<file path="config.mk">
export PLATFORM = sky130hd
export DESIGN_NAME = ttb_back
export DESIGN_NICKNAME = d
export VERILOG_FILES = /design/src/rtl/ttb_pkg.sv /design/src/rtl/ttb_back.sv
export SDC_FILE = /design/constraint.sdc
export NUM_CORES = 2
export LEC_CHECK = 0
export BUFFER_PORTS_ARGS = -buffer_cell sky130_fd_sc_hd__buf_2
export CORE_MARGIN = 10
export CORE_UTILIZATION = 58
export DETAILED_ROUTE_END_ITERATION = 12
export HOLD_SLACK_MARGIN = 0.02
export MAX_ROUTING_LAYER = met4
export PLACE_DENSITY = 0.76
export SYNTH_ARGS = -nofsm -noshare
export SYNTH_HDL_FRONTEND = slang
export SYNTH_SLANG_ARGS = --single-unit
</file>
<file path="constraint.sdc">
create_clock -name clock -period 15.9 [get_ports clock]
set_input_delay 1.59 -clock clock [delete_from_list [all_inputs] [get_ports clock]]
set_output_delay 1.59 -clock clock [all_outputs]
set_load 0.03 [all_outputs]
</file>
<file path="src/rtl/ttb_pkg.sv">
// Package for the triangle tangent and bitangent block.
// Holds the vertex, delta and result types shared by the front, back, emit and top level.
// No dependencies.
`timescale 1ns / 1ps

package ttb_pkg;

   localparam int unsigned CW = 32;
   localparam int unsigned FB = 16;
   localparam int unsigned DW = CW + 1;
   localparam int unsigned PW = 2 * DW + 1;
   localparam int unsigned NW = PW + FB;

   typedef struct packed {
      logic signed [CW-1:0] pos_x;
      logic signed [CW-1:0] pos_y;
      logic signed [CW-1:0] pos_z;
      logic signed [CW-1:0] tex_u;
      logic signed [CW-1:0] tex_v;
   } vertex_type;

   typedef struct packed {
      logic signed [DW-1:0] dp1_x;
      logic signed [DW-1:0] dp1_y;
      logic signed [DW-1:0] dp1_z;
      logic signed [DW-1:0] dp2_x;
      logic signed [DW-1:0] dp2_y;
      logic signed [DW-1:0] dp2_z;
      logic signed [DW-1:0] du1;
      logic signed [DW-1:0] dv1;
      logic signed [DW-1:0] du2;
      logic signed [DW-1:0] dv2;
   } delta_type;

   typedef struct packed {
      logic [CW-1:0] tangent_x;
      logic [CW-1:0] tangent_y;
      logic [CW-1:0] tangent_z;
      logic [CW-1:0] bitangent_x;
      logic [CW-1:0] bitangent_y;
      logic [CW-1:0] bitangent_z;
      logic          degenerate;
   } basis_type;

endpackage

</file>
<file path="src/rtl/ttb_back.sv">
// Back end: forms the determinant and six numerators with one shared
// multiplier, then divides each by a shared restoring divider. Depends on ttb_pkg.
`timescale 1ns / 1ps

module ttb_back (
   input  logic                clock,
   input  logic                reset,
   input  logic                dq_valid,
   output logic                dq_ready,
   input  ttb_pkg::delta_type  dq_delta,
   output logic                res_valid,
   input  logic                res_ready,
   output ttb_pkg::basis_type  res_basis
);
   import ttb_pkg::*;

   typedef enum logic [2:0] {ST_IDLE, ST_MUL, ST_DIV, ST_DONE} state_type;

   state_type state_ff;
   delta_type d_ff;
   logic [3:0] step_ff;
   logic signed [PW-1:0] prod_ff;
   logic signed [PW-1:0] acc_ff;
   logic signed [PW-1:0] det_ff;
   logic signed [PW-1:0] num_ff [6];
   logic [2:0] idx_ff;
   logic [$clog2(NW+1)-1:0] bit_ff;
   logic [NW-1:0] n_ff, q_ff;
   logic [PW-1:0] r_ff;
   logic [PW-1:0] dmag_ff;
   logic neg_ff;
   logic [CW-1:0] out_ff [6];
   logic degen_ff;

   logic signed [DW-1:0] ma, mb;
   logic signed [PW-1:0] mprod;
   logic [PW:0] r_sh;
   logic [NW-1:0] q_sh;
   logic [CW-1:0] sat_val;
   logic signed [PW-1:0] cur_num;
   logic [NW-1:0] lim;

   always_comb begin
      unique case (step_ff)
         4'd0: begin ma = d_ff.du1; mb = d_ff.dv2; end
         4'd1: begin ma = d_ff.dv1; mb = d_ff.du2; end
         4'd2: begin ma = d_ff.dp1_x; mb = d_ff.dv2; end
         4'd3: begin ma = d_ff.dp2_x; mb = d_ff.dv1; end
         4'd4: begin ma = d_ff.dp1_y; mb = d_ff.dv2; end
         4'd5: begin ma = d_ff.dp2_y; mb = d_ff.dv1; end
         4'd6: begin ma = d_ff.dp1_z; mb = d_ff.dv2; end
         4'd7: begin ma = d_ff.dp2_z; mb = d_ff.dv1; end
         4'd8: begin ma = d_ff.dp2_x; mb = d_ff.du1; end
         4'd9: begin ma = d_ff.dp1_x; mb = d_ff.du2; end
         4'd10: begin ma = d_ff.dp2_y; mb = d_ff.du1; end
         4'd11: begin ma = d_ff.dp1_y; mb = d_ff.du2; end
         4'd12: begin ma = d_ff.dp2_z; mb = d_ff.du1; end
         default: begin ma = d_ff.dp1_z; mb = d_ff.du2; end
      endcase
      mprod = PW'(ma) * PW'(mb);
      r_sh = {r_ff, n_ff[NW-1]};
      q_sh = {q_ff[NW-2:0], 1'b0};
      cur_num = num_ff[idx_ff];
      lim = NW'(1) << (CW - 1);
      if (neg_ff)
         sat_val = (q_ff > lim) ? CW'(lim) : CW'(-q_ff);
      else
         sat_val = (q_ff >= lim) ? CW'(lim - 1'b1) : CW'(q_ff);
   end

   assign dq_ready = (state_ff == ST_IDLE);
   assign res_valid = (state_ff == ST_DONE);
   assign res_basis.tangent_x = out_ff[0];
   assign res_basis.tangent_y = out_ff[1];
   assign res_basis.tangent_z = out_ff[2];
   assign res_basis.bitangent_x = out_ff[3];
   assign res_basis.bitangent_y = out_ff[4];
   assign res_basis.bitangent_z = out_ff[5];
   assign res_basis.degenerate = degen_ff;

   always_ff @(posedge clock) begin
      if (reset) begin
         state_ff <= ST_IDLE;
         step_ff <= '0;
      end else begin
         unique case (state_ff)
            ST_IDLE: begin
               if (dq_valid) begin
                  d_ff <= dq_delta;
                  step_ff <= '0;
                  state_ff <= ST_MUL;
               end
            end
            ST_MUL: begin
               prod_ff <= mprod;
               step_ff <= step_ff + 4'd1;
               if (step_ff[0]) begin
                  if (step_ff == 4'd1) det_ff <= prod_ff - mprod;
                  else num_ff[3'((step_ff - 4'd2) >> 1)] <= prod_ff - mprod;
               end
               if (step_ff == 4'd13) begin
                  idx_ff <= '0;
                  bit_ff <= '0;
                  state_ff <= ST_DIV;
                  degen_ff <= (det_ff == '0);
               end
            end
            ST_DIV: begin
               if (bit_ff == '0) begin
                  n_ff <= NW'(cur_num[PW-1] ? -cur_num : cur_num) << FB;
                  dmag_ff <= det_ff[PW-1] ? -det_ff : det_ff;
                  neg_ff <= cur_num[PW-1] ^ det_ff[PW-1];
                  r_ff <= '0;
                  q_ff <= '0;
                  bit_ff <= bit_ff + 1'b1;
               end else if (bit_ff <= NW) begin
                  n_ff <= n_ff << 1;
                  if (r_sh >= {1'b0, dmag_ff}) begin
                     r_ff <= PW'(r_sh - {1'b0, dmag_ff});
                     q_ff <= q_sh | NW'(1);
                  end else begin
                     r_ff <= r_sh[PW-1:0];
                     q_ff <= q_sh;
                  end
                  bit_ff <= bit_ff + 1'b1;
               end else begin
                  out_ff[idx_ff] <= degen_ff ? '0 : sat_val;
                  bit_ff <= '0;
                  idx_ff <= idx_ff + 3'd1;
                  if (idx_ff == 3'd5) state_ff <= ST_DONE;
               end
            end
            ST_DONE: begin
               if (res_ready) state_ff <= ST_IDLE;
            end
            default: state_ff <= ST_IDLE;
         endcase
      end
   end

endmodule

</file>
* Word-level counts from Yosys, hierarchy flattened
Memories as Yosys holds them, arrays and structs flattened. A register that Yosys moved wholly into a read port is not among the register bits.
Index checks and enable logic that the tools add are counted.
** Word-level totals
- Memories :: 2
- Memory bits (writable) :: 594
- Logic and storage cells :: 132
- Flip-flop bits (word level) :: 781
- Input port bits :: 334
** Operators by class
- Multiply operators :: 1
- Mux-type cells :: 42
- Reduce and logical (&&, ||, !) cells :: 25
- Equality and inequality tests :: 23
- Add/sub/neg operators :: 9
- Bitwise logic cells :: 2
- Order comparisons :: 4
** Memories
- num_ff :: words 6, bits a word 67, rd ports 1, clocked after memory_dff 1, wr ports 1, line ttb_back.sv:25 : logic signed [PW-1:0] num_ff [6];
- out_ff :: words 6, bits a word 32, rd ports 6, clocked after memory_dff 0, wr ports 1, line ttb_back.sv:32 : logic [CW-1:0] out_ff [6];
** Operators by type and width (number)
- 83-bit two-way mux :: 3
- 33-bit one-hot mux with 7 select lines :: 1
- 67-bit two-way mux :: 3
- 67-bit negation :: 2
- 32-bit two-way mux :: 4
- 33-bit one-hot mux with 3 select lines :: 1
- 83-bit by 32-bit >= comparator with 1-bit output, second input constant :: 1
- 83-bit by 32-bit greater-than comparator with 1-bit output, second input constant :: 1
- 68-bit by 67-bit >= comparator with 1-bit output :: 1
- 67-bit logical NOT :: 1
- 66-bit by 66-bit subtractor with 67-bit output :: 1
- 67-bit subtractor :: 1
- 33-bit by 33-bit multiplier with 66-bit output :: 1
- 66-bit two-way mux :: 1
- 32-bit negation :: 1
- 3-bit two-way mux :: 10
- 4-bit equality test, second input constant :: 6
- 7-bit two-way mux :: 3
- 4-bit by 3-bit equality test with 1-bit output, second input constant :: 4
- 3-bit AND reduction :: 5
- 7-bit one-hot mux with 2 select lines :: 1
- 3-bit one-hot mux with 4 select lines :: 1
- 1-bit two-way mux :: 11
- 2-bit inequality test, second input constant :: 5
- 27 further kinds :: 37

* Depth between registers and ports, before layout
- Depth in word-level cells :: 6
- Gate-level depth with buffers :: 61

* Worst setup path after synthesis
Ideal clock, no wire load.
- Path type :: register -> register
- From :: register step_ff[1]
- To :: register det_ff[64], data pin
- Slack :: 2990 ps
- Setup time :: 212 ps
- Cell stages (with the launch flop) :: 54
- Arrival time :: 12698 ps
- Cell sequence :: dfxtp_1 > inv_1 > ha_1 > nor3b_1 > clkbuf_1 > clkbuf_1 > a222oi_1 > a41oi_1 > clkbuf_1 > nand2_1 > fa_1 > fa_1 > inv_1 > fa_1 > inv_1 > fa_1 > inv_1 > fa_1 > (+18 left out) > inv_1 > ha_1 > nand2_1 > nor2_1 > nand2_1 > nor3_1 > inv_1 > o21ai_0 > o21a_1 > a211oi_1 > o31a_1 > maj3_1 > o21a_1 > a311oi_1 > a31oi_1 > maj3_1 > o31ai_1 > xor2_1
** On the way
- Word-level cells in the longest chain between the ends :: 5
** Ends and longest elaborated chain
- from (decl) :: line ttb_back.sv:21 : logic [3:0] step_ff;
- from (signal assigned) :: line ttb_back.sv:96 : step_ff <= step_ff + 4'd1;
- 4-bit equality test (tied with other cells) :: line ttb_back.sv:44 : unique case (step_ff)
- 2-bit OR reduction (no line) (tied with other cells)
- 33-bit one-hot mux with 7 select lines / 33-bit one-hot mux with 3 select lines (equally long branches) :: line ttb_back.sv:44
- 33-bit by 33-bit multiplier with 66-bit output (*) :: line ttb_back.sv:60 : mprod = PW'(ma) * PW'(mb);
- named net mprod[44] :: line ttb_back.sv:36 : logic signed [PW-1:0] mprod;
- 66-bit by 66-bit subtractor with 67-bit output (*) :: line ttb_back.sv:98 : if (step_ff == 4'd1) det_ff <= prod_ff - mprod;
- to (signal assigned) :: line ttb_back.sv:98
- to (decl) :: line ttb_back.sv:24 : logic signed [PW-1:0] det_ff;
Mark *: on every way through the listed nets, which the timed path passes. The rest lies on a longest branch.
A chain may end at the register's enable or synchronous reset.

* Worst setup path after layout
- From :: register step_ff[1]
- To :: memory num_ff[5][64] in the netlist's numbering, data pin
** On the way
- Word-level cells in the longest chain between the ends :: 5
** Ends and longest elaborated chain
- 4-bit equality test (tied with other cells) :: line ttb_back.sv:44
- 2-bit OR reduction (no line) (tied with other cells)
- 33-bit one-hot mux with 7 select lines / 33-bit one-hot mux with 3 select lines (equally long branches) :: line ttb_back.sv:44
- 33-bit by 33-bit multiplier with 66-bit output (*) :: line ttb_back.sv:60
- named net mprod[62] :: line ttb_back.sv:36
- 66-bit by 66-bit subtractor with 67-bit output (*) :: line ttb_back.sv:99 : else num_ff[3'((step_ff - 4'd2) >> 1)] <= prod_ff - mprod;
- to (decl) :: line ttb_back.sv:25
Marked as above.

==> out/results.ini <==
[timing]
min_period_ns = 15.29
setup_viol = 0
grt_setup_unrepaired = no
timing.fmax_ghz = 0.0654
slew_viol_final = 0
fin_tns_setup_ns = 0
hold_viol_final = 0
relSlewSlack = 0.0208
worst_pin_slew_ns = 1.46
worst_clock_skew_ns = 0.0665
period_share = 0.961

[clocking]
cts_root_buf = clkbuf_16
htree_levels = 4
cts_tree = yes
clock_latency_ns = 0.81
ctsHoldBuffers = 0
clockBufferDepth = 3
cts.sinks = 1362
path_clk_slew_ns = 0.06
cts_buffers = 140

[logic_synthesis]
yosys.area.top_type_share = 0.414
seq_area_frac_synth = 0.415
yosys-top-cells-count = 1353 x edfxtp_1, 1309 x inv_1, 1147 x fa_1
ys_async_sr_fraction = 0
syn_area_mm2 = 0.0982
synth_warnings = 0
ys_ff_latch = 1362
ys.flop_type = edfxtp_1
synthTopCellsByArea = edfxtp_1 41%, fa_1 23%, inv_1 5.0%, ha_1 4.5%, nand2_1 3.5%
synth.distinct_cells = 82
netlist_instances = 8660
synth_most_common_cell = edfxtp_1
syn_area_per_cell_um2 = 11.3
synth-edff-count = 1353
yosys.area.top_type = edfxtp_1
synth_nets = 10493

[die]
num_rows = 150
io_pins = 529
die_y_um = 432
die_area_mm2 = 0.186
core_mm2 = 0.168
start_util = 0.585
die_x_um = 432

[drt]
postRouteAntennaNets = 0
num_vias = 68094
drt_iter0_markers = 7233
wl_um = 278000
dr.pass1.iters = 12
drt-wirelength-per-cell_um = 24.3
drc_errors = 0
via_per_inst = 5.96

[min_path]
hp-class = register to register
hp-start = n_ff[44]$_DFFE_PP_

[cells_and_area]
nets = 10930
area_growth_syn_to_layout_pct = 10.4
design_area_mm2 = 0.108
drive_above_1_share = 0.117

[global_route]
grtUsageTotal = 0.307
grt_pass1_vias = 71103
grt_pass1_wl_um = 425000
overflow = 0
grt_antenna_before_repair = 22
grt_max_degree = 214

[critical_path]
critical_path_class = register to register
r2r_start = step_ff[1]$_SDFFE_PP0P_
critPathBufInv = 8
crit_path_end_kind = register
crit_path_max_incr_delay_ns = 0.80
cp_slowest_cell = or3_2
reg2reg_depth = 38
critPathLaunch = step_ff[1]$_SDFFE_PP0P_
ff2ff_setup_slack_ns = 0.61
crit_family = adder cells
crit_fanout = 35
required_ns = 16.44
cp_num_cells = 38
r2r_end = num_ff[5][64]$_DFFE_PP_
cpMostUsedCell = fa_1
crit_path_end = num_ff[5][64]$_DFFE_PP_
start_kind = register
crit_arrival_ns = 15.83

[run_status]
status = finished, final reports clean

[placed_design]
gp_congestion = 1.02
dp_hpwl_um = 212000
dpl-instance-area_mm2 = 0.104
portBuffers = 528

[run]
maxCapViolCount = 0

-- state kept, by name (all words and copies together) (netlist names), 3 cells and up, named ones only --
name / cells
q_ff: 83
idx_ff: 3
num_ff: 402
r_ff: 67
out_ff: 192
step_ff: 4
det_ff: 67
d_ff: 330
bit_ff: 7
prod_ff: 66
n_ff: 67
dmag_ff: 67
-- layout by cell type, fill, tap and decap left out, types with 25 or more instances in the layout --
cell type / netlist / final
edfxtp_1: 1353 / 1353
inv_1: 1309 / 1308
fa_1: 1147 / 1146
nand2_1: 913 / 913
nor2_1: 872 / 855
buf_2: 9 / 528
ha_1: 352 / 352
a21oi_1: 347 / 340
o21ai_0: 278 / 265
xnor2_1: 226 / 226
buf_4: 1 / 150
clkbuf_16: 0 / 140
and2_1: 124 / 124
xor2_1: 114 / 114
a21o_1: 94 / 92
nor3_1: 86 / 82
mux2i_1: 79 / 79
a22oi_1: 71 / 71
o21a_1: 68 / 68
mux4_2: 67 / 67
a222oi_1: 61 / 61
nand3_1: 60 / 60
nand4_1: 59 / 59
nor2b_1: 39 / 38
nand2b_1: 37 / 37
a31oi_1: 37 / 37
a211oi_1: 36 / 35
or3_1: 34 / 33
and3_1: 31 / 30
nor4_1: 31 / 30
o31ai_1: 28 / 28
nor3b_1: 28 / 25
-- stage by stage --
step	std cells	hold slack, ns	util	worst slack [ns]
floorplan	8660	0.474	-	2.99
global placement	11158	0.503	0.618	1.21
detailed placement	11159	0.511	0.618	0.839
CTS	11408	0.513	0.646	0.795
global route	11423	0.538	0.647	0.0126
finish	11425	0.512	0.647	0.612
-- final cells by class --
cell class	instances	area, µm²
diodes	17	42.5
multi-input cells	5600	51400
clock inverters	85	1120
well taps	2204	2760
inverters	1310	4920
flip-flops and latches	1362	40800
repair buffers	683	3860
clock buffers	164	3590
fillers	12615	59300
-- per-layer routing --
metal | routed length [µm] | vias to the layer above | global-route usage
met5 | 0 | - | -
met4 | 15000 | 0 | 0.140
met3 | 27200 | 768 | 0.0659
met2 | 132000 | 3708 | 0.489
met1 | 104000 | 33915 | 0.379
li1 | - | 29703 | -
-- repair_timing --
item / CTS / global route
setup endpoints to repair: 0 / 7
resized for setup: 0 / 1
buffers inserted: 0 / 0
-- kinds of logic after synthesis --
group / Yosys count / share of synthesized area
AOI/OAI and AO/OA: 1192 / 0.0772
adders and majority gates: 1515 / 0.280
xor gates and xnor gates: 340 / 0.0303
buffers and inverters: 1698 / 0.0650
muxes: 150 / 0.0239
and+or+nand+nor: 2403 / 0.108
DFF: 1362 / 0.415
-- worst min-delay path by stage --
stage | end | cells after the start
5_1_grt | n_ff[36]$_DFFE_PP_ | 2
2_1_floorplan | dmag_ff[0]$_DFFE_PP_ | 0
4_1_cts | q_ff[74]$_SDFFCE_PP0P_ | 1
6_report | n_ff[45]$_DFFE_PP_ | 2
3_3_place_gp | n_ff[78]$_DFFE_PP_ | 2
3_5_place_dp | n_ff[44]$_DFFE_PP_ | 2
-- worst min-delay path, cell delays in order, from the launching register on --
cell,delay (ns)
edfxtp_1,0.33
nand2_1,0.05
o21ai_0,0.06
Power is left out: the tool's default activity adds up to more than one toggle a clock period on the data nets, which glitch-free logic cannot reach.
