[src/rtl/ttb_pkg.sv]
// Package for the triangle tangent and bitangent block.
// Holds the vertex, delta and result types shared by the front, back, emit and top level.
// No dependencies.
`timescale 1ns / 1ps

package ttb_pkg;

   localparam int unsigned CW = 32;
   localparam int unsigned FB = 16;
   localparam int unsigned DW = CW + 1;
   localparam int unsigned PW = 2 * DW + 1;
   localparam int unsigned NW = PW + FB;

   typedef struct packed {
      logic signed [CW-1:0] pos_x;
      logic signed [CW-1:0] pos_y;
      logic signed [CW-1:0] pos_z;
      logic signed [CW-1:0] tex_u;
      logic signed [CW-1:0] tex_v;
   } vertex_type;

   typedef struct packed {
      logic signed [DW-1:0] dp1_x;
      logic signed [DW-1:0] dp1_y;
      logic signed [DW-1:0] dp1_z;
      logic signed [DW-1:0] dp2_x;
      logic signed [DW-1:0] dp2_y;
      logic signed [DW-1:0] dp2_z;
      logic signed [DW-1:0] du1;
      logic signed [DW-1:0] dv1;
      logic signed [DW-1:0] du2;
      logic signed [DW-1:0] dv2;
   } delta_type;

   typedef struct packed {
      logic [CW-1:0] tangent_x;
      logic [CW-1:0] tangent_y;
      logic [CW-1:0] tangent_z;
      logic [CW-1:0] bitangent_x;
      logic [CW-1:0] bitangent_y;
      logic [CW-1:0] bitangent_z;
      logic          degenerate;
   } basis_type;

endpackage

[src/rtl/ttb_front.sv]
// Front end: accepts vertices, holds the first two corners of a triangle and
// forms the edge and texture deltas on the third. Depends on ttb_pkg.
`timescale 1ns / 1ps

module ttb_front (
   input  logic                clock,
   input  logic                reset,
   input  logic                in_valid,
   output logic                in_ready,
   input  ttb_pkg::vertex_type in_vertex,
   output logic                dq_valid,
   input  logic                dq_ready,
   output ttb_pkg::delta_type  dq_delta
);
   import ttb_pkg::*;

   vertex_type v0_ff, v1_ff, v0_in, v1_in;
   logic [1:0] count_ff, count_in;
   delta_type  delta_ff, delta_in;
   logic       valid_ff, valid_in;

   assign in_ready = !valid_ff || dq_ready;
   assign dq_valid = valid_ff;
   assign dq_delta = delta_ff;

   always_comb begin
      v0_in = v0_ff;
      v1_in = v1_ff;
      count_in = count_ff;
      delta_in = delta_ff;
      valid_in = valid_ff && !dq_ready;
      if (in_valid && in_ready) begin
         if (count_ff == 2'd0) begin
            v0_in = in_vertex;
            count_in = 2'd1;
         end else if (count_ff == 2'd1) begin
            v1_in = in_vertex;
            count_in = 2'd2;
         end else begin
            count_in = 2'd0;
            valid_in = 1'b1;
            delta_in.dp1_x = DW'(v1_ff.pos_x) - DW'(v0_ff.pos_x);
            delta_in.dp1_y = DW'(v1_ff.pos_y) - DW'(v0_ff.pos_y);
            delta_in.dp1_z = DW'(v1_ff.pos_z) - DW'(v0_ff.pos_z);
            delta_in.dp2_x = DW'(in_vertex.pos_x) - DW'(v0_ff.pos_x);
            delta_in.dp2_y = DW'(in_vertex.pos_y) - DW'(v0_ff.pos_y);
            delta_in.dp2_z = DW'(in_vertex.pos_z) - DW'(v0_ff.pos_z);
            delta_in.du1 = DW'(v1_ff.tex_u) - DW'(v0_ff.tex_u);
            delta_in.dv1 = DW'(v1_ff.tex_v) - DW'(v0_ff.tex_v);
            delta_in.du2 = DW'(in_vertex.tex_u) - DW'(v0_ff.tex_u);
            delta_in.dv2 = DW'(in_vertex.tex_v) - DW'(v0_ff.tex_v);
         end
      end
   end

   always_ff @(posedge clock) begin
      v0_ff <= v0_in;
      v1_ff <= v1_in;
      delta_ff <= delta_in;
      if (reset) begin
         count_ff <= 2'd0;
         valid_ff <= 1'b0;
      end else begin
         count_ff <= count_in;
         valid_ff <= valid_in;
      end
   end

endmodule

[config.mk]
export PLATFORM = sky130hd
export DESIGN_NAME = ttb_front
export DESIGN_NICKNAME = d
export VERILOG_FILES = /design/src/rtl/ttb_pkg.sv /design/src/rtl/ttb_front.sv
export SDC_FILE = /design/constraint.sdc
export NUM_CORES = 1
export LEC_CHECK = 0
export ABC_AREA = 1
export BUFFER_PORTS_ARGS = -buffer_cell sky130_fd_sc_hd__buf_2
export CAP_MARGIN = 15
export CORE_UTILIZATION = 40
export CTS_BUF_LIST = sky130_fd_sc_hd__clkbuf_16
export DETAILED_ROUTE_END_ITERATION = 16
export PLACE_DENSITY = 0.65
export SYNTH_ARGS = -nofsm -noshare
export SYNTH_HDL_FRONTEND = slang
export SYNTH_SLANG_ARGS = --single-unit
[constraint.sdc]
create_clock -name clock -period 24.9 [get_ports clock]
set_input_delay 2.49 -clock clock [delete_from_list [all_inputs] [get_ports clock]]
set_output_delay 2.49 -clock clock [all_outputs]
set_load 0.1 [all_outputs]
======== Word level (Yosys, flattened, before mapping) ========
Index checks and enable logic that the tools add are counted.
cells by class
  $add $sub $neg .......................... 10
  multiply operators ...................... 0
  div/mod/pow operators ................... 0
  $lt $le $gt $ge ......................... 0
  equality and inequality tests ........... 1
  shift-type cells ........................ 0
  multiplexer cells ....................... 5
  bitwise gates (word level) .............. 2
  reduce and logical (&&, ||, !) cells .... 9
operators with widths
  kind                                                                    count
  32-bit by 32-bit subtractor with 33-bit output                          10
  3-bit AND reduction                                                     2
  2-bit two-way mux                                                       2
  1-bit two-way mux                                                       3
  2-bit by 1-bit equality test with 1-bit output (second input constant)  1
  1-bit logical AND                                                       2
  1-bit zero test                                                         2
  2-bit zero test                                                         1
  1-bit inverter                                                          2
  2-bit AND reduction                                                     1
  1-bit logical OR                                                        1
storage, ports and cells
  register bits ........................... 653
  bits in latches ......................... 0
  RAM bits ................................ 0
  ROM bits ................................ 0
  output and inout port bits .............. 332
  word-level logic and storage cells ...... 49
  memories ................................ 0

======== Longest topological paths before layout ========
Gate-level depths: netlist of run 1.
  depth in word-level cells ............... 5
  gate-level depth with buffers ........... 14

======== Worst setup path before layout of run 1 ========
OpenSTA, ideal clock, no wires.
  kind .................................... input to register
  start point ............................. input port dq_ready
  end point ............................... register delta_ff (netlist bit dq_delta[0]), enable pin
  setup time .............................. 1.033 ns
  arrival time ............................ 17.169 ns
  slack ................................... 6.698 ns
  cell stages on the path ................. 4
  path buffers ............................ 0
  cell sequence ........................... inv_1 -> nand2_1 -> nand2_1 -> nor2_1
between the ends
  cells in the longest elaborated chain, start to end .. 3
RTL lines
  what                                  RTL line         RTL
  start: declaration                    ttb_front.sv:12  input logic dq_ready,
  1-bit logical OR                      ttb_front.sv:22  assign in_ready = !valid_ff || dq_ready;
  net in_ready                          ttb_front.sv:9   output logic in_ready,
  1-bit logical AND                     ttb_front.sv:32  if (in_valid && in_ready) begin
  3-bit AND reduction (no source line)  --
  end signal: assignment                ttb_front.sv:59  delta_ff <= delta_in;
  end: declaration                      ttb_front.sv:19  delta_type delta_ff, delta_in;
The timed path passes the listed nets, and every way through them passes these cells.
A chain may end at the register's enable or synchronous reset.

======== Worst setup path in the final report of run 1 ========
  start point ............................. input port dq_ready
  end point ............................... output port in_ready
between the ends
  cells in the longest elaborated chain, start to end .. 1
RTL lines
  what              RTL line
  1-bit logical OR  ttb_front.sv:22
  end: declaration  ttb_front.sv:9
No other way between the ends.

==> summary.md, run 1 <==
| Metric | Value |
|---|---|
| Synth area leaders | `edfxtp_1 44%, nand2_1 21%, inv_1 12%` |
| WS Path Type | `in2out` |
| DP HPWL | `105000 um` |
| Post-Synth Adder-Cell Area | `0.0938` |
| Final Wtd Congestion | `a little over 0.9` |
| Layout Nets | `7165` |
| Simple-gate share of the synthesized area | `0.291` |
| CP Data Required Time | `roughly 22 ns` |
| Die X | `approximately 340 um` |
| Clock edge transition at the registers on the reported setup and hold paths | `0.06 ns` |
| Sequential element share of the synthesized area | `0.437` |
| Worst path buffer plus inverter count | `3` |
| Setup crit end kind | `output pin` |
| Synth Cell Area | `44800 um^2` |
| CTS Hold Buffers Added | `0` |
| Worst IR Drop VDD | `0.0469 mV` |
| Post-synth ARST share | `0` |
| Slew Viols, Final | `0` |
| Tcrit/Tclk final | `0.225` |
| Vias per cell | `4.61` |
| Vias | `38000` |
| Post-CTS Repair Setup Buffers | `0` |
| CP top delay family | `buffers and inverters` |
| Final WL | `between 100000 and 150000 um` |
| Drt first pass iters | `5` |
| Vias in the first global route | `35100` |
| Top Usage Layer GRT | `met2` |
| P&R area growth vs syn | `16.1%` |
| Crit path top cell by count | `buf_2` |
| Leading area contributor after synthesis | `edfxtp_1` |
| DRC | `0` |
| XOR/XNOR Fraction of Synth Area | `0.0293` |
| Synth Area in Compound Gates | `0.0273` |
| Largest stage delay on the critical path | `about 0.43 ns` |
| Primary FF master, synth | `edfxtp_1` |
| Total GRT Usage | `0.225` |
| Syn Area/Cell | `7.35 um^2` |
| CP Max Fanout | `3` |
| Initial antenna violation count | `31` |
| RSZ-0062 raised after global routing | `no` |
| Post-Synthesis Cells | `about 6100` |
| Crit start category | `input port` |
| CTS tree | `done` |
| Total gr overflow | `0` |
| Post-synth EDFFs | `650` |
| Reg2Reg Setup Slack | `22.12 ns` |
| Yosys reg bits | `between 600 and 700` |
| Clk_lat worst skew | `0.65 ns` |
| First-pass GRT wire length | `196000 um` |
| Post-synthesis mux area share | `0` |
| Final Setup Violations | `0` |
| Number of buffers created by CTS | `79` |
| M3 GR Usage | `0.0310` |
| Worst slew margin | `0.317` |
| CP max-delay cell | `buf_2` |
| PortBufs | `495` |
| Worst path arrival time | `3.10 ns` |
| Syn nets | `6587` |
| CP Cell Sequence | `buf_2 -> inv_1 -> nand2_1 -> buf_2` |
| Fin crit period | `~5.6 ns` |
| CTS Buffer Depth | `3` |
| Synth top area share | `0.436` |
| Outcome | `complete, no violations` |
| Die Y | `337 um` |
| Post-route cell area | `52000 um^2` |
| Grt met2 use | `0.356` |
| Distinct cell type count after synthesis | `23` |
| # clock sinks | `653` |
| Starting Density | `0.404` |
| # IOs | `between 400 and 500` |
| Max Fclk | `0.179 GHz` |
| Count leader, synth | `nand2_1` |
| Largest family of logic cells by synthesized area | `simple AND/OR/NAND/NOR gates` |
| Most frequent cells after synthesis | `2494 x nand2_1, 1435 x inv_1, 650 x edfxtp_1` |
| Clk Tree Root Cell | `clkbuf_16` |
| CTS resizes | `0` |
| Skew final | `0.0249 ns` |
| YS warnings | `0` |
| Initial DRC count | `2563` |
| Core ar. | `111000 um^2` |
| H-tree depth | `3` |
| Setup tns final | `0 ns` |
| Worst Hold Class | `reg2reg` |
| Drt wl/cell | `15.7 um` |
| Met1 Use GR | `0.307` |
| Worst-Margin Slew | `between 1 and 1.5 ns` |
| Area post-placement | `49200 um^2` |
| Fin. Hold Viols | `0` |
| Number of max-cap violations | `0` |
| Die area | `113000 um^2` |
| Share of cells above drive strength 1 | `0.105` |
| Largest net degree at the start of global routing | `142` |
| Static Leak | `approximately 29 nW` |
| Core Rows | `122` |
| Post-route ant nets | `0` |
| PwrDens | `about 65 nW/um^2` |
| # fillers | `11100` |
## sequential cells by signal (all words and copies together) (netlist names)
name      count
v1_ff       160
dq_valid      1
v0_ff       160
count_ff      2
dq_delta    330
## metal layers
metal  vias to the layer above  part of all wire
met2                       876              0.45
li1                      19800                 -
met5                         -           0.00061
met4                        14             0.038
met3                       220             0.050
met1                     17100              0.46
## metrics by stage
stage	worst slack (ns)	hold slack [ns]	cells	utilization	total power, W
finish	19.31	0.493	8238	0.469	0.00340
global route	19.26	0.543	8235	0.469	0.00357
CTS	19.30	0.492	8221	0.469	0.00343
detailed placement	19.30	0.473	8078	0.444	0.00216
global placement	19.28	0.466	8078	0.444	0.00216
floorplan	6.70	0.451	6093	-	0.00195
## report_power, final
group          internal [W]  total, W  switching (W)
Clock              0.000762   0.00125       0.000491
Combinational      0.000237  0.000835       0.000599
Sequential          0.00130   0.00131      0.0000163
## path summary, 6_finish.rpt
kind,start,end,depth (start not counted)
max reg2reg,dq_valid,v1_ff[102],7
max,dq_ready,in_ready,4
min,count_ff[0],count_ff[0],2
min reg2reg,count_ff[0],count_ff[0],2
## kinds of logic (layout without fill, tap and decap cells)
family / Yosys count / after routing
adders and majority gates: 330 / 330
other: 0 / 17
AOI/OAI and AO/OA: 229 / 229
buffers and inverters: 1441 / 2081
xor gates and xnor gates: 150 / 150
and+or+nand+nor: 3290 / 3290
DFF: 653 / 653
## worst register-to-register path: cells and delay by family, from the launching register on
| family | cells | cell delay [ns] |
|---|---|---|
| buffers and inverters | 3 | 1.44 |
| DFF | 1 | 0.31 |
| and+or+nand+nor | 4 | 0.53 |
## placed cells by master, fill, tap and decap left out
| cell type | n |
|---|---|
| nor2_2 | 1 |
| clkbuf_16 | 80 |
| a21oi_2 | 6 |
| xor2_1 | 130 |
| nor3_1 | 20 |
| clkinv_8 | 1 |
| buf_2 | 495 |
| buf_4 | 6 |
| nor2_4 | 2 |
| clkinv_1 | 12 |
| fa_1 | 10 |
| diode_2 | 17 |
| nand2_2 | 55 |
| or2_1 | 10 |
| nor2_1 | 414 |
| edfxtp_1 | 650 |
| nand2_1 | 2494 |
| inv_1 | 1439 |
| bufinv_16 | 17 |
| xnor2_1 | 20 |
| nand3_1 | 221 |
| inv_6 | 4 |
| nand4_1 | 40 |
| a21oi_1 | 201 |
| clkinv_2 | 15 |
| clkinv_4 | 4 |
| clkinvlp_4 | 6 |
| buf_12 | 2 |
| dfxtp_1 | 3 |
| and2_1 | 20 |
| o21bai_1 | 11 |
| a21o_1 | 10 |
| ha_1 | 320 |
| nand3_2 | 13 |
| a211oi_1 | 1 |
## layout make-up
class,count,area (um^2),share of cell area
clock buffers,80,2000,0.0385
multi-input cells,3999,19800,0.381
well taps,1488,1860,0.0358
repair buffers,503,2560,0.0493
diodes,17,42.5,0.000818
clock inverters,63,772,0.0148
flip-flops and latches,653,19600,0.376
inverters,1435,5390,0.104
Note: power is estimated with default switching activity, not from simulation.
==> run 2, diff against run 1 <==
Clock period 24.9 ns to 5.33 ns, I/O delays scaled along.
==> run 2 against run 1 <==
Compared with the run above: final cell count shrank 0.18%; sequential power grew to 4.7 times the previous value; via count shrank 0.63%; non-clock buffer count is the same; sequential share of layout area grew 0.10 points; clock power grew to 4.4 times the previous value; critical path type is now reg2reg; die area is the same; global-route usage grew 0.28 points; power grew to 4.6 times the previous value; clock-buffer cell count grew 1; worst setup slack lost 16 ns; clock skew grew 0.0054 ns.
==> summary.md, run 2 (synthesis results as in run 1) <==
| Metric | Value |
|---|---|
| Share of cells above drive strength 1 | `0.104 (was 0.105)` |
| Post-route cell area | `51900 um^2 (was 52000 um^2)` |
| Number of max-cap violations | `0 (unchanged)` |
| Number of buffers created by CTS | `78 (was 79)` |
| First-pass GRT wire length | `198000 um (was 196000 um)` |
| Pwr Total | `0.0156 W (was 0.00340 W)` |
| CP Max Fanout | `3 (unchanged)` |
| Worst IR Drop VDD | `0.269 mV (was 0.0469 mV)` |
| Core Rows | `122 (unchanged)` |
| Layout Nets | `7164 (was 7165)` |
| Sequential Power Share | `0.394 (was 0.386)` |
| Commonest non-fill, non-tap cells in the layout | `2492 x nand2_1, 1447 x inv_1, 650 x edfxtp_1, 495 x buf_2, 414 x nor2_1 (was 2494 x nand2_1, 1439 x inv_1, 650 x edfxtp_1, 495 x buf_2, 414 x nor2_1)` |
| FF+latch area | `19600 um^2 (about the same)` |
| Clk pwr share | `0.355 (was 0.369)` |
| Core ar. | `111000 um^2 (unchanged)` |
| Internal Pwr Total | `0.0104 W (was 0.00229 W)` |
| P&R area growth vs syn | `15.8% (was 16.1%)` |
| Largest net degree at the start of global routing | `129 (was 142)` |
| Setup crit end kind | `register (was output pin)` |
| Die Y | `337 um (unchanged)` |
| Initial antenna violation count | `44 (was 31)` |
| Clk Tree Root Cell | `clkbuf_16 (unchanged)` |
| Worst reg2reg startpoint | `v0_ff[32] (was dq_valid)` |
| Total GRT Usage | `0.228 (was 0.225)` |
| Setup tns final | `0 ns (unchanged)` |
| Skew final | `0.0303 ns (was 0.0249 ns)` |
| Starting Density | `0.404 (unchanged)` |
| Hold_sp | `reset (was count_ff[0])` |
| Hold WS | `0.0638 ns (was 0.493 ns)` |
| Drt first pass iters | `6 (was 5)` |
| Post-route ant nets | `0 (unchanged)` |
| Crit start category | `register (was input port)` |
| Vias in the first global route | `35600 (was 35100)` |
| Final WL | `130000 um (was 129000 um)` |
| DRC | `0 (unchanged)` |
| Worst Hold Class | `in2reg (was reg2reg)` |
| PortBufs | `495 (unchanged)` |
| Outcome | `complete, no violations (unchanged)` |
| Final Setup Violations | `0 (unchanged)` |
| Final Wtd Congestion | `0.953 (was 0.932)` |
| Area post-placement | `49300 um^2 (was 49200 um^2)` |
| Tcrit/Tclk final | `0.429` |
| Final WS setup | `3.04 ns (was 19.31 ns)` |
| CTS Buffer Depth | `3 (unchanged)` |
| Vias per cell | `4.59 (was 4.61)` |
| Static Leak | `28.7 nW (was 28.8 nW)` |
| Slew Viols, Final | `0 (unchanged)` |
| P_sw | `0.00511 W (was 0.00111 W)` |
| CTS tree | `done (unchanged)` |
| Worst slew margin | `0.440 (was 0.317)` |
| Commonest non-fill, non-tap cell in the layout | `nand2_1 (unchanged)` |
| CP Data Required Time | `5.74 ns (was 22.41 ns)` |
| Die area | `113000 um^2 (unchanged)` |
| CTS Hold Buffers Added | `0 (unchanged)` |
| Initial DRC count | `2436 (was 2563)` |
| Max Fclk | `0.437 GHz` |
| Fin crit period | `2.29 ns` |
| Number of flip-flops in the largest register | `330 (unchanged)` |
| Worst-Margin Slew | `0.840 ns (was 1.02 ns)` |
| # clock sinks | `653 (unchanged)` |
| RSZ-0062 raised after global routing | `no (unchanged)` |
| Worst path arrival time | `2.70 ns (was 3.10 ns)` |
| Pre-CTS WS | `2.71 ns (was 19.30 ns)` |
| Switching share of power | `0.328 (was 0.325)` |
| # IOs | `496 (unchanged)` |
| H-tree depth | `3 (unchanged)` |
| Die X | `337 um (unchanged)` |
| DP HPWL | `107000 um (was 105000 um)` |
| Comb pwr share | `0.251 (was 0.246)` |
| WS Path Type | `reg2reg (was in2out)` |
| Fin. Hold Viols | `0 (unchanged)` |
| Post-CTS Repair Setup Buffers | `0 (unchanged)` |
| # fillers | `11100 (about the same)` |
| Total gr overflow | `0 (unchanged)` |
| Clock edge transition at the registers on the reported setup and hold paths | `0.06 ns (about the same)` |
| PwrDens | `300 nW/um^2 (was 65.4 nW/um^2)` |
| Clk_lat worst skew | `0.66 ns (was 0.65 ns)` |
| Area of the multi-input gates | `19800 um^2 (about the same)` |
| Crit. Startpoint | `v0_ff[32] (was dq_ready)` |
| Vias | `37700 (was 38000)` |
| CTS resizes | `0 (unchanged)` |
| Drt wl/cell | `15.9 um (was 15.7 um)` |
==> run 2: changes by cell type in the layout (fill, tap and decap cells not counted), sizes merged <==
| cell | change |
|---|---|
| clkinv | -14 |
| inv | +10 |
| bufinv | -6 |
| diode | -6 |
| clkbuf | +1 |
==> run 2: power groups by stage <==
stage          clock network (W)  logic (W)  registers [W]
6_report                 0.00552    0.00390        0.00613
5_1_grt                  0.00582    0.00438        0.00614
4_1_cts                  0.00565    0.00391        0.00613
3_5_place_dp                   0    0.00389        0.00623
3_3_place_gp                   0    0.00386        0.00623
2_1_floorplan                  0    0.00235        0.00675
==> run 2: path summary, 6_finish.rpt <==
kind                  endpoint  slack, ns  depth (start not counted)
setup / recovery  dq_delta[65]       3.04                         12
hold / removal     count_ff[0]       0.06                          2
setup reg to reg  dq_delta[65]       3.04                         12
hold reg to reg    count_ff[0]       0.48                          2
==> run 2: routing by layer <==
metal	wire [um]	vias to the layer above	track usage
li1	-	19800	-
met1	60000	16800	0.305
met2	58300	849	0.368
met3	8000	213	0.0439
met4	3940	38	0.0753
met5	226	-	0
==> run 2: stage by stage <==
stage | std cells | utilization
finish | 8223 | 0.468
global route | 8218 | 0.468
CTS | 8212 | 0.468
detailed placement | 8078 | 0.444
global placement | 8078 | 0.444
floorplan | 6093 | -
==> run 2: layout make-up <==
cell class	count	area share
inverter	1435	0.104
sequential	653	0.377
clock inverter	53	0.0110
clock buffer	81	0.0391
antenna	11	0.000531
tap	1488	0.0359
multi-input combinational	3999	0.382
timing repair buffer	503	0.0499
==> run 2: critical path: stages, from the launching register on <==
cell,delay (ns)
edfxtp_1,0.45
ha_1,0.25
fa_1,0.48
inv_1,0.15
nand2_1,0.06
nand2_1,0.07
nand3_1,0.06
nand2_1,0.13
nand2_1,0.08
nand2_2,0.10
nand2_1,0.08
nand3_1,0.08
nand2_1,0.06
