===== src/rtl/ttb_pkg.sv =====
// Package for the triangle tangent and bitangent block.
// Holds the vertex, delta and result types shared by the front, back, emit and top level.
// No dependencies.
`timescale 1ns / 1ps

package ttb_pkg;

   localparam int unsigned CW = 32;
   localparam int unsigned FB = 16;
   localparam int unsigned DW = CW + 1;
   localparam int unsigned PW = 2 * DW + 1;
   localparam int unsigned NW = PW + FB;

   typedef struct packed {
      logic signed [CW-1:0] pos_x;
      logic signed [CW-1:0] pos_y;
      logic signed [CW-1:0] pos_z;
      logic signed [CW-1:0] tex_u;
      logic signed [CW-1:0] tex_v;
   } vertex_type;

   typedef struct packed {
      logic signed [DW-1:0] dp1_x;
      logic signed [DW-1:0] dp1_y;
      logic signed [DW-1:0] dp1_z;
      logic signed [DW-1:0] dp2_x;
      logic signed [DW-1:0] dp2_y;
      logic signed [DW-1:0] dp2_z;
      logic signed [DW-1:0] du1;
      logic signed [DW-1:0] dv1;
      logic signed [DW-1:0] du2;
      logic signed [DW-1:0] dv2;
   } delta_type;

   typedef struct packed {
      logic [CW-1:0] tangent_x;
      logic [CW-1:0] tangent_y;
      logic [CW-1:0] tangent_z;
      logic [CW-1:0] bitangent_x;
      logic [CW-1:0] bitangent_y;
      logic [CW-1:0] bitangent_z;
      logic          degenerate;
   } basis_type;

endpackage


===== src/rtl/ttb_emit.sv =====
// Result stage: sends one computed basis as three beats, one per corner.
// Depends on ttb_pkg.
`timescale 1ns / 1ps

module ttb_emit (
   input  logic               clock,
   input  logic               reset,
   input  logic               res_valid,
   output logic               res_ready,
   input  ttb_pkg::basis_type res_basis,
   output logic               out_valid,
   input  logic               out_ready,
   output logic [1:0]         out_corner,
   output logic               out_last,
   output ttb_pkg::basis_type out_basis
);
   import ttb_pkg::*;

   logic [1:0] corner_ff;
   logic       busy_ff;
   basis_type  basis_ff;

   assign res_ready = !busy_ff;
   assign out_valid = busy_ff;
   assign out_corner = corner_ff;
   assign out_last = (corner_ff == 2'd2);
   assign out_basis = basis_ff;

   always_ff @(posedge clock) begin
      if (res_valid && res_ready) basis_ff <= res_basis;
      if (reset) begin
         busy_ff <= 1'b0;
         corner_ff <= '0;
      end else if (res_valid && res_ready) begin
         busy_ff <= 1'b1;
         corner_ff <= '0;
      end else if (busy_ff && out_ready) begin
         if (corner_ff == 2'd2) busy_ff <= 1'b0;
         corner_ff <= corner_ff + 2'd1;
      end
   end

endmodule


===== config.mk =====
export PLATFORM = sky130hd
export DESIGN_NAME = ttb_emit
export DESIGN_NICKNAME = d
export VERILOG_FILES = /design/src/rtl/ttb_pkg.sv /design/src/rtl/ttb_emit.sv
export SDC_FILE = /design/constraint.sdc
export NUM_CORES = 1
export LEC_CHECK = 0
export ABC_AREA = 1
export BUFFER_PORTS_ARGS = -buffer_cell sky130_fd_sc_hd__buf_2
export CAP_MARGIN = 20
export CELL_PAD_IN_SITES_DETAIL_PLACEMENT = 2
export CELL_PAD_IN_SITES_GLOBAL_PLACEMENT = 2
export CORE_AREA = 3 3 165 167
export DETAILED_ROUTE_END_ITERATION = 8
export DIE_AREA = 0 0 168 170
export PLACE_DENSITY_LB_ADDON = 0.2
export SKIP_CTS_REPAIR_TIMING = 1
export SLEW_MARGIN = 30
export SYNTH_ARGS = -nofsm -noshare
export SYNTH_HDL_FRONTEND = slang
export SYNTH_SLANG_ARGS = --single-unit

===== constraint.sdc =====
create_clock -name clock -period 6 [get_ports clock]
set_input_delay 0.9 -clock clock [delete_from_list [all_inputs] [get_ports clock]]
set_output_delay 0.9 -clock clock [all_outputs]
set_load 0.01 [all_outputs]

Word level (Yosys, flattened, before mapping). Cells that the tools add are included.

Register bits: 196. Bits of input ports: 197. Output and inout bits: 198. Word-level logic and storage cells: 21.

Add/sub/neg operators: 1. Eq/ne operators: 1. Mux-type cells: 3. Reductions and logical operators: 7.

Operators with widths (count): 2-bit nonzero test (2); 1-bit 2-to-1 mux (3); 2-bit by 1-bit adder with 2-bit output, second input constant (1); 2-bit equality test, second input constant (1); 1-bit logical AND (2); 2-bit AND reduction (1); 2-bit OR reduction (1); 1-bit zero test (1).

Depth between registers and ports, before layout. Gate-level depths: netlist of run 1.

Word-level depth: 4. Depth in mapped cells: 5. Depth with buffers taken out: 5.

Worst setup path before layout of run 1. No wires, ideal clock.

Kind: input -> register. Start: input port res_valid. End: register basis_ff, in the netlist out_basis[0], enable pin. Library setup time: 0.546 ns. Arrival time: 4.702 ns. Required time: 5.454 ns. Slack: 0.753 ns. Cell stages on the path: 2. Path buffers: 0. Cell sequence: nand2_2 > inv_1.

Word-level cells in the longest chain between the ends: 1.

RTL lines: start, declared (line ttb_emit.sv:8) `input logic res_valid,`; 1-bit logical AND (line ttb_emit.sv:30) `if (res_valid && res_ready) basis_ff <= res_basis;`; end signal, assigned (line ttb_emit.sv:30); end, declared (line ttb_emit.sv:21) `basis_type basis_ff;`.

Every way passes these cells. A chain may end at the register's enable or synchronous reset.

Worst setup path after layout of run 1.
Start: input port res_valid. End: register basis_ff, in the netlist out_basis[108], enable pin.

The elaborated chain is that of the path after synthesis.

==> key figures, run 1 <==
Flow run
  • Max Cap Viol: 0

Synth
  • Number of flops mapped to enable cells by yosys: between 150 and 200
  • Mapped Area: 5950 sq um
  • Synth top area cells: edfxtp_1, dfxtp_1, nand2_1
  • Syn nets: slightly above 400
  • Most common cell in the netlist: edfxtp_1
  • Syn Inst Count: 214
  • Synth Warn #: 0
  • Yosys cell types: 10
  • Yosys top cell area share: 0.974
  • #FFs+latches synth: slightly below 200
  • Predominant post-synthesis flop cell: edfxtp_1
  • Syn avg cell area: 27.8 sq um
  • Share of synthesized registers carrying an async set or reset: 0
  • Synth top cells by count: edfxtp_1, nand2_1, inv_1, dfxtp_1
  • Leading area contributor after synthesis: edfxtp_1
  • Seq/Total Area, Yosys: 0.984

CTS
  • Root Buffer: clkbuf_16
  • CTS Buf Count: 17
  • Clock Pin Slew Worst Setup and Hold Paths: ~80 ps
  • Clock latency on the worst-skew pair: between 400 and 500 ps
  • CTS Sinks: 196
  • CTS Buffer Depth: 2
  • CTS tree: done
  • H-tree levels: 4

Pwr
  • Tot Pwr: just under 3 mW
  • IR drop worst, VDD: about 0.16 mV
  • Leak Pwr: 3.75 nW
  • Power Density: 330 nW/um^2

Worst setup path
  • Reg2Reg Setup Slack: 3780 ps
  • Reg2reg end: out_basis[108]$_DFFE_PP_
  • Critical Path Source Type: input pin
  • Reg2reg start: out_valid$_SDFFE_PP0P_
  • CP Data Arrival Time: ~2400 ps
  • Crit. End Element: flop
  • CP Data Required Time: slightly above 6000 ps
  • R2R cell count: 4
  • Crit-path max FO: ~140
  • Crit Path Class: input pin to flop

GRT
  • Vias in the first global route: around 4200
  • Initial antenna violation count: 3
  • First-pass GRT wire length: 25800 microns
  • Largest net degree at the start of global routing: 138
  • Overflow after GRT: 0
  • All-Layer GR Usage: 0.121

Timing
  • RSZ-0062 raised after global routing: no
  • Total negative slack: 0 ps
  • Final Hold Viols: 0
  • Crit path time final: 2310 ps
  • Slew HR: 0.514
  • Final setup violation count: 0
  • Max Fclk: approximately 430 MHz
  • Count of final max-slew check failures: 0
  • Worst-Margin Slew: ~730 ps
  • Skew final: roughly 9.4 ps
  • Period utilization: 0.385

Routing
  • Met1 wire length: ~6200 microns
  • Highest metal layer with signal wires: met5
  • DRC: 0
  • Final WL: between 15000 and 20000 microns
  • Pre-antenna DRT Iters: 4
  • Routed wl met3: approximately 1700 microns
  • Initial DRC count: 200
  • Antenna-violating nets left: 0
  • DR WL/cell: between 15 and 20 microns
  • Vias: 3747
  • Via/cell ratio: just under 4
  • Met2 wire len: between 9000 and 10000 microns

Die
  • Core area: 25900 sq um
  • Die width: 168 microns
  • DIE AREA: 28600 sq um
  • IO Count: a little under 400
  • Die H: around 170 microns
  • Row count: 59
  • Starting density of the core: 0.230

Cells and area
  • Layout Nets: between 800 and 900
  • Fillers: roughly 2700
  • Layout cells sized above 1: 0.673
  • Final Instance Area: just under 9000 sq um
  • Area growth from synthesis to layout: 49.8%
  • Register Area: just under 6000 sq um
  • Final core occ: 0.344
  • Area of the multi-input gates: between 70 and 80 sq um

Status
  • Status: completed

Worst hold path
  • Hold path cells: 2
  • HP Class: flop to flop
  • Hold Path End: out_corner[0]$_SDFFE_PP0P_
  • Hold path startpoint: out_corner[0]$_SDFFE_PP0P_

Placed design
  • Placer Congestion: roughly 0.78
  • Dpl cell area: between 8000 and 9000 sq um
  • HPWL after DPL: about 14000 microns
  • PortBufs: approximately 390
-- worst max-delay path, stage by stage --
cell	delay (ps)
buf_2	80
nand2_2	110
clkinv_8	480
buf_4	680
-- metrics by stage --
step / cells / setup slack, ps / hold WS [ps]
floorplan: 214 / 753 / 510
global placement: 944 / 3080 / 475
detailed placement: 944 / 2980 / 517
CTS: 974 / 3440 / 532
global route: 974 / 3540 / 534
finish: 975 / 3690 / 523
-- state kept, by name (all words and copies together), names as in the netlist --
register    flops
out_basis     193
out_valid       1
out_corner      2
-- routing by layer --
layer / vias to the layer above / track usage
met1: 1818 / 0.124
li1: 1684 / -
met4: 6 / 0.0462
met5: - / 0
met3: 25 / 0.0518
met2: 214 / 0.219
-- logic make-up (layout without fill, tap and decap cells) --
family | count (synthesis) | count (layout) | share of synthesized area
adders and majority gates | 1 | 1 | 0.00210
and+or+nand+nor | 9 | 9 | 0.00694
other | 0 | 1 | 0
DFF | 196 | 196 | 0.984
buffers and inverters | 5 | 430 | 0.00315
AOI/OAI and AO/OA | 3 | 3 | 0.00378
-- where the power goes --
group | leakage (nW) | switching, mW | internal [mW]
Clock | 0.270 | 0.534 | 0.544
Combinational | 1.61 | 0.139 | 0.0970
Sequential | 1.87 | 0.0207 | 1.61
-- worst max-delay path by stage --
stage | startpoint | end | slack [ps] | cells past startpoint
after floorplan | res_valid | out_basis[0]$_DFFE_PP_ | 750 | 2
after global placement | res_valid | out_basis[22]$_DFFE_PP_ | 3080 | 4
after detailed placement | res_valid | out_basis[22]$_DFFE_PP_ | 2980 | 4
after CTS | res_valid | out_basis[111]$_DFFE_PP_ | 3440 | 4
after global routing | res_valid | out_basis[111]$_DFFE_PP_ | 3540 | 4
final | res_valid | out_basis[108]$_DFFE_PP_ | 3690 | 4
-- cell usage in the layout, fill, tap and decap left out --
master     instances
nand2_1            5
a21oi_2            2
edfxtp_1         193
clkinv_1           1
clkinv_4           6
buf_2            394
inv_6              2
nand2_2            2
diode_2            1
inv_1              3
buf_4              1
clkbuf_16         17
dfxtp_1            3
inv_2              1
ha_1               1
clkinv_8           2
inv_8              3
nand3_1            2
a21oi_1            1
-- layout make-up --
class | instances | share of cell area
Sequential cell | 196 | 0.657
Timing Repair Buffer | 395 | 0.222
Clock buffer | 17 | 0.0477
Tap cell | 335 | 0.0470
Clock inverter | 13 | 0.0139
Multi-Input combinational cell | 13 | 0.00856
Inverter | 5 | 0.00351
Antenna cell | 1 | 0.000281
Power figures use the tool's default switching activity.
==> run 2: changes to the inputs <==
- clock period: 6 -> 2.3 ns (I/O delays scaled with it)
==> key figures, run 2 (synthesized netlist as in run 1, its figures left out) <==
Die
  • Core area: 25900 sq um (unchanged)
  • Die H: 170 microns (unchanged)
  • DIE AREA: 28600 sq um (unchanged)
  • Die width: 168 microns (unchanged)
  • IO Count: 395 (unchanged)
  • Starting density of the core: 0.230 (unchanged)
  • Row count: 59 (unchanged)

Timing
  • Final setup violation count: 0 (unchanged)
  • Period utilization: 0.680
  • Total negative slack: 0 ps (unchanged)
  • Post-route worst setup slack: 736 ps (was 3690 ps)
  • RSZ-0062 raised after global routing: no (unchanged)
  • Slew HR: 0.526 (was 0.514)
  • Hold slack final: 78.9 ps (was 523 ps)
  • Crit path time final: between 1500 and 2000 ps
  • Max Fclk: between 600 and 700 MHz
  • Skew final: 9.95 ps (was 9.44 ps)
  • Worst-Margin Slew: 711 ps (was 729 ps)
  • Count of final max-slew check failures: 0 (unchanged)
  • Final Hold Viols: 0 (unchanged)

Routing
  • DRC: 0 (unchanged)
  • Initial DRC count: 241 (was 200)
  • Routed wl met3: 1950 microns (was 1730 microns)
  • DR WL/cell: 19.4 microns (was 18.6 microns)
  • Final WL: 18900 microns (was 18100 microns)
  • Met1 wire length: 6160 microns (was 6180 microns)
  • Met2 wire len: 10600 microns (was 9810 microns)
  • Pre-antenna DRT Iters: 4 (unchanged)
  • Via/cell ratio: 3.86 (was 3.84)
  • Highest metal layer with signal wires: met5 (unchanged)
  • Vias: 3764 (was 3747)
  • Antenna-violating nets left: 0 (unchanged)

Cells and area
  • Max reg flops: 193 (unchanged)
  • Layout Nets: 827 (was 826)
  • Area growth from synthesis to layout: 50.4% (was 49.8%)
  • Finished Layout Cells: 976 (was 975)
  • Most frequent cells in the layout: buf_2, edfxtp_1, clkbuf_16, clkinv_4, nand2_1 (unchanged)
  • Layout cells sized above 1: 0.675 (was 0.673)
  • Commonest non-fill, non-tap cell in the layout: buf_2 (unchanged)
  • Final core occ: 0.345 (was 0.344)

Pwr
  • Power Density: 859 nW/um^2 (was 330 nW/um^2)
  • Leak Pwr: 3.76 nW (was 3.75 nW)
  • IR drop worst, VDD: 0.314 mV (was 0.161 mV)

GRT
  • Initial antenna violation count: 2 (was 3)
  • First-pass GRT wire length: 26500 microns (was 25800 microns)
  • All-Layer GR Usage: 0.126 (was 0.121)
  • Vias in the first global route: 4239 (was 4156)
  • Overflow after GRT: 0 (unchanged)
  • Largest net degree at the start of global routing: 112 (was 138)

Placed design
  • Placer Congestion: 0.780 (was 0.778)
  • Setup Slack @ Placement: 732 ps (was 2980 ps)
  • Cells after DPL: 945 (was 944)
  • HPWL after DPL: 14900 microns (was 14200 microns)
  • PortBufs: 394 (unchanged)

Worst setup path
  • CP Data Required Time: 2350 ps (was 6050 ps)
  • Critical Path Source Type: flop (was input pin)
  • Reg2Reg Setup Slack: 740 ps (was 3780 ps)
  • Crit-path max FO: 111 (was 137)
  • Crit. End Element: flop (unchanged)
  • Crit Path Class: flop to flop (was input pin to flop)
  • CP Data Arrival Time: 1610 ps (was 2360 ps)

CTS
  • Clock Pin Slew Worst Setup and Hold Paths: 70 ps (was 80 ps)
  • CTS Buffer Depth: 2 (unchanged)
  • CTS Buf Count: 17 (unchanged)
  • Clock latency on the worst-skew pair: 420 ps (about the same)
  • H-tree levels: 4 (unchanged)
  • Root Buffer: clkbuf_16 (unchanged)
  • CTS tree: done (unchanged)
  • CTS Sinks: 196 (unchanged)

Worst hold path
  • HP Class: input pin to flop (was flop to flop)

Flow run
  • Max Cap Viol: 0 (unchanged)

Status
  • Status: completed (unchanged)
==> run 2: changes by cell type in the layout (fill, tap and decap cells not counted), sizes merged <==
cell      previous run  this run
buf                395       396
clkbuf              17        18
clkinvlp             0         1
inv                  9         8
clkinv               9         8
==> run 2: critical path, cell delays in order, from the launching register on <==
cell,delay (ps)
dfxtp_4,370
inv_4,60
nand2_4,60
clkinvlp_4,110
buf_12,380
==> run 2: cell type report <==
cell class | count | area, sq um
fill | 2705 | 17000
sequential | 196 | 5860
timing repair buffer | 396 | 2010
clock buffer | 18 | 429
tap | 335 | 419
clock inverter | 12 | 120
multi-input combinational | 13 | 81.3
inverter | 5 | 25.0
antenna | 1 | 2.50
==> run 2: final timing paths <==
kind                         startpoint                          to  depth (start not counted)
max              out_valid$_SDFFE_PP0P_    out_basis[108]$_DFFE_PP_                          4
min                               reset      out_valid$_SDFFE_PP0P_                          2
max reg2reg      out_valid$_SDFFE_PP0P_    out_basis[108]$_DFFE_PP_                          4
min reg2reg  out_corner[0]$_SDFFE_PP0P_  out_corner[0]$_SDFFE_PP0P_                          2
==> run 2: per-stage QoR <==
stage               power (mW)  instance area [sq um]
floorplan                 4.55                   5970
global placement          4.95                   8400
detailed placement        4.98                   8400
CTS                       7.83                   8950
global route              8.01                   8950
finish                    7.68                   8950
==> run 2: power breakdown <==
part | switching, mW | internal [mW] | total (mW)
Sequential | 0.0553 | 4.19 | 4.24
Clock | 1.39 | 1.42 | 2.81
Combinational | 0.371 | 0.263 | 0.634
==> run 2: layer usage <==
metal,track usage,vias up
met5,0,-
met4,0.0363,4
met3,0.0616,14
met2,0.238,217
met1,0.122,1848
li1,-,1681
==> run 3: changes to the inputs <==
- clock period: 2.3 -> 1.5 ns (I/O delays scaled with it)
==> key figures, run 3 (synthesized netlist as in run 1, its figures left out) <==
Cells and area
  • Finished Layout Cells: 1180 (was 976)
  • Layout cells sized above 1: 0.524 (was 0.675)
  • Commonest non-fill, non-tap cell in the layout: buf_2 (unchanged)
  • Layout Nets: 1030 (was 827)
  • Final Instance Area: 11000 sq um (was 8950 sq um)
  • Max reg flops: 193 (unchanged)
  • Ant. Diodes: 0 (was 1)
  • Most frequent cells in the layout: buf_2, dlygate4sd3_1, edfxtp_1, clkbuf_16 (was buf_2, edfxtp_1, clkbuf_16, clkinv_4, nand2_1)
  • Area growth from synthesis to layout: 85.0% (was 50.4%)

Die
  • Starting density of the core: 0.230 (unchanged)
  • Die width: 168 microns (unchanged)
  • Row count: 59 (unchanged)
  • Die H: 170 microns (unchanged)
  • Core area: 25900 sq um (unchanged)
  • IO Count: 395 (unchanged)
  • DIE AREA: 28600 sq um (unchanged)

Pwr
  • Clock share of power: 0.353 (was 0.365)
  • Power Density: 1120 nW/um^2 (was 859 nW/um^2)
  • Leak Pwr: 4.63 nW (was 3.76 nW)
  • Switching Share: 0.239 (was 0.236)
  • NetSw: 2.96 mW (was 1.81 mW)
  • Gate power share: 0.119 (was 0.082)
  • Pint: 9.40 mW (was 5.87 mW)
  • Power share of the sequential group: 0.528 (was 0.552)
  • IR drop worst, VDD: 0.545 mV (was 0.314 mV)

Timing
  • Final Hold Viols: 0 (unchanged)
  • Final setup violation count: 0 (unchanged)
  • Skew final: 11.6 ps (was 9.95 ps)
  • Count of final max-slew check failures: 0 (unchanged)
  • Post-route worst setup slack: 113 ps (was 736 ps)
  • RSZ-0062 raised after global routing: no (unchanged)
  • Period utilization: 0.925
  • Crit path time final: between 1000 and 1500 ps
  • Slew HR: 0.844 (was 0.526)
  • Hold slack final: 36.8 ps (was 78.9 ps)
  • Max Fclk: between 700 and 800 MHz
  • Worst-Margin Slew: 234 ps (was 711 ps)

CTS
  • CTS tree: done (unchanged)
  • CTS Buf Count: 17 (unchanged)
  • CTS Buffer Depth: 2 (unchanged)
  • H-tree levels: 4 (unchanged)
  • CTS Sinks: 196 (unchanged)
  • Clock latency on the worst-skew pair: 420 ps (about the same)
  • Clock Pin Slew Worst Setup and Hold Paths: 80 ps (was 70 ps)
  • Root Buffer: clkbuf_16 (unchanged)

Routing
  • Final WL: 23100 microns (was 18900 microns)
  • Antenna-violating nets left: 0 (unchanged)
  • Via/cell ratio: 3.89 (was 3.86)
  • Vias: 4586 (was 3764)
  • Initial DRC count: 217 (was 241)
  • DR WL/cell: 19.6 microns (was 19.4 microns)
  • Pre-antenna DRT Iters: 4 (unchanged)
  • DRC: 0 (unchanged)

Placed design
  • HPWL after DPL: 15600 microns (was 14900 microns)
  • Setup Slack @ Placement: 164 ps (was 732 ps)
  • Cells after DPL: 955 (was 945)
  • PortBufs: 394 (unchanged)
  • Placer Congestion: 0.803 (was 0.780)
  • Dpl cell area: 8520 sq um (was 8400 sq um)

GRT
  • Largest net degree at the start of global routing: 40 (was 112)
  • Met3 usage: 0.0537 (was 0.0616)
  • Initial antenna violation count: 0 (was 2)
  • Overflow after GRT: 0 (unchanged)
  • Vias in the first global route: 4380 (was 4239)
  • Busiest grt layer: met2 (unchanged)
  • All-Layer GR Usage: 0.129 (was 0.126)
  • Met2 Track Usage GR: 0.238 (about the same)
  • First-pass GRT wire length: 27400 microns (was 26500 microns)
  • Met1 Usage GRT: 0.132 (was 0.122)

Worst setup path
  • Critical Path Source Type: flop (unchanged)
  • CP Data Required Time: 1270 ps (was 2350 ps)
  • Crit Path Class: flop to output port (was flop to flop)
  • Crit-path max FO: 3 (was 111)
  • CP Data Arrival Time: 1160 ps (was 1610 ps)
  • Crit. End Element: output port (was flop)

Flow run
  • Max Cap Viol: 0 (unchanged)

Status
  • Status: completed (unchanged)

Worst hold path
  • HP Class: input pin to flop (unchanged)
run 3: changes by cell type in the layout (fill, tap and decap cells not counted), sizes merged:
cell,before,now
dlygate4sd3,0,193
clkinvlp,1,2
diode,1,0
clkbuf,18,20
clkinv,8,7
buf,396,406
run 3: worst max-delay path, stage by stage (launching register included):
cell and delay, ps:
dfxtp_2 340, inv_1 50, ha_1 210, buf_2 150
run 3: power groups by stage:
stage               sequential [mW]  clock [mW]  combinational, mW
finish                         6.52        4.36               1.47
global placement               6.62           0               1.03
CTS                            6.52        4.50               1.06
detailed placement             6.64           0               1.06
floorplan                      6.85           0              0.127
global route                   6.56        4.74               1.59
run 3: per-stage QoR:
stage	power (mW)	utilization	setup TNS [ps]
5_1_grt	12.9	0.425	0
4_1_cts	12.1	0.350	0
3_5_place_dp	7.70	0.329	0
3_3_place_gp	7.65	0.329	0
2_1_floorplan	6.98	-	-435020
6_report	12.4	0.425	0
run 3: worst paths after layout:
check,start,end,slack (ps),cells after the start
min,res_basis[171],out_basis[171]$_DFFE_PP_,40,1
max,out_corner[0]$_SDFFE_PP0P_,out_last,110,3
max reg2reg,out_valid$_SDFFE_PP0P_,out_basis[65]$_DFFE_PP_,140,5
min reg2reg,out_corner[0]$_SDFFE_PP0P_,out_corner[0]$_SDFFE_PP0P_,490,2
run 3: routing by layer:
metal | vias up | share of wire
li1 | 2096 | -
met2 | 229 | 0.57
met5 | - | 0
met3 | 33 | 0.074
met4 | 0 | 0.028
met1 | 2228 | 0.33
run 3: layout make-up:
cell class              instances  area [sq um]
fillers                      2592         14900
flip-flops and latches        196          5860
repair buffers                599          4070
clock buffers                  20           437
well taps                     335           419
clock inverters                12           119
multi-input cells              13          81.3
inverters                       5          25.0
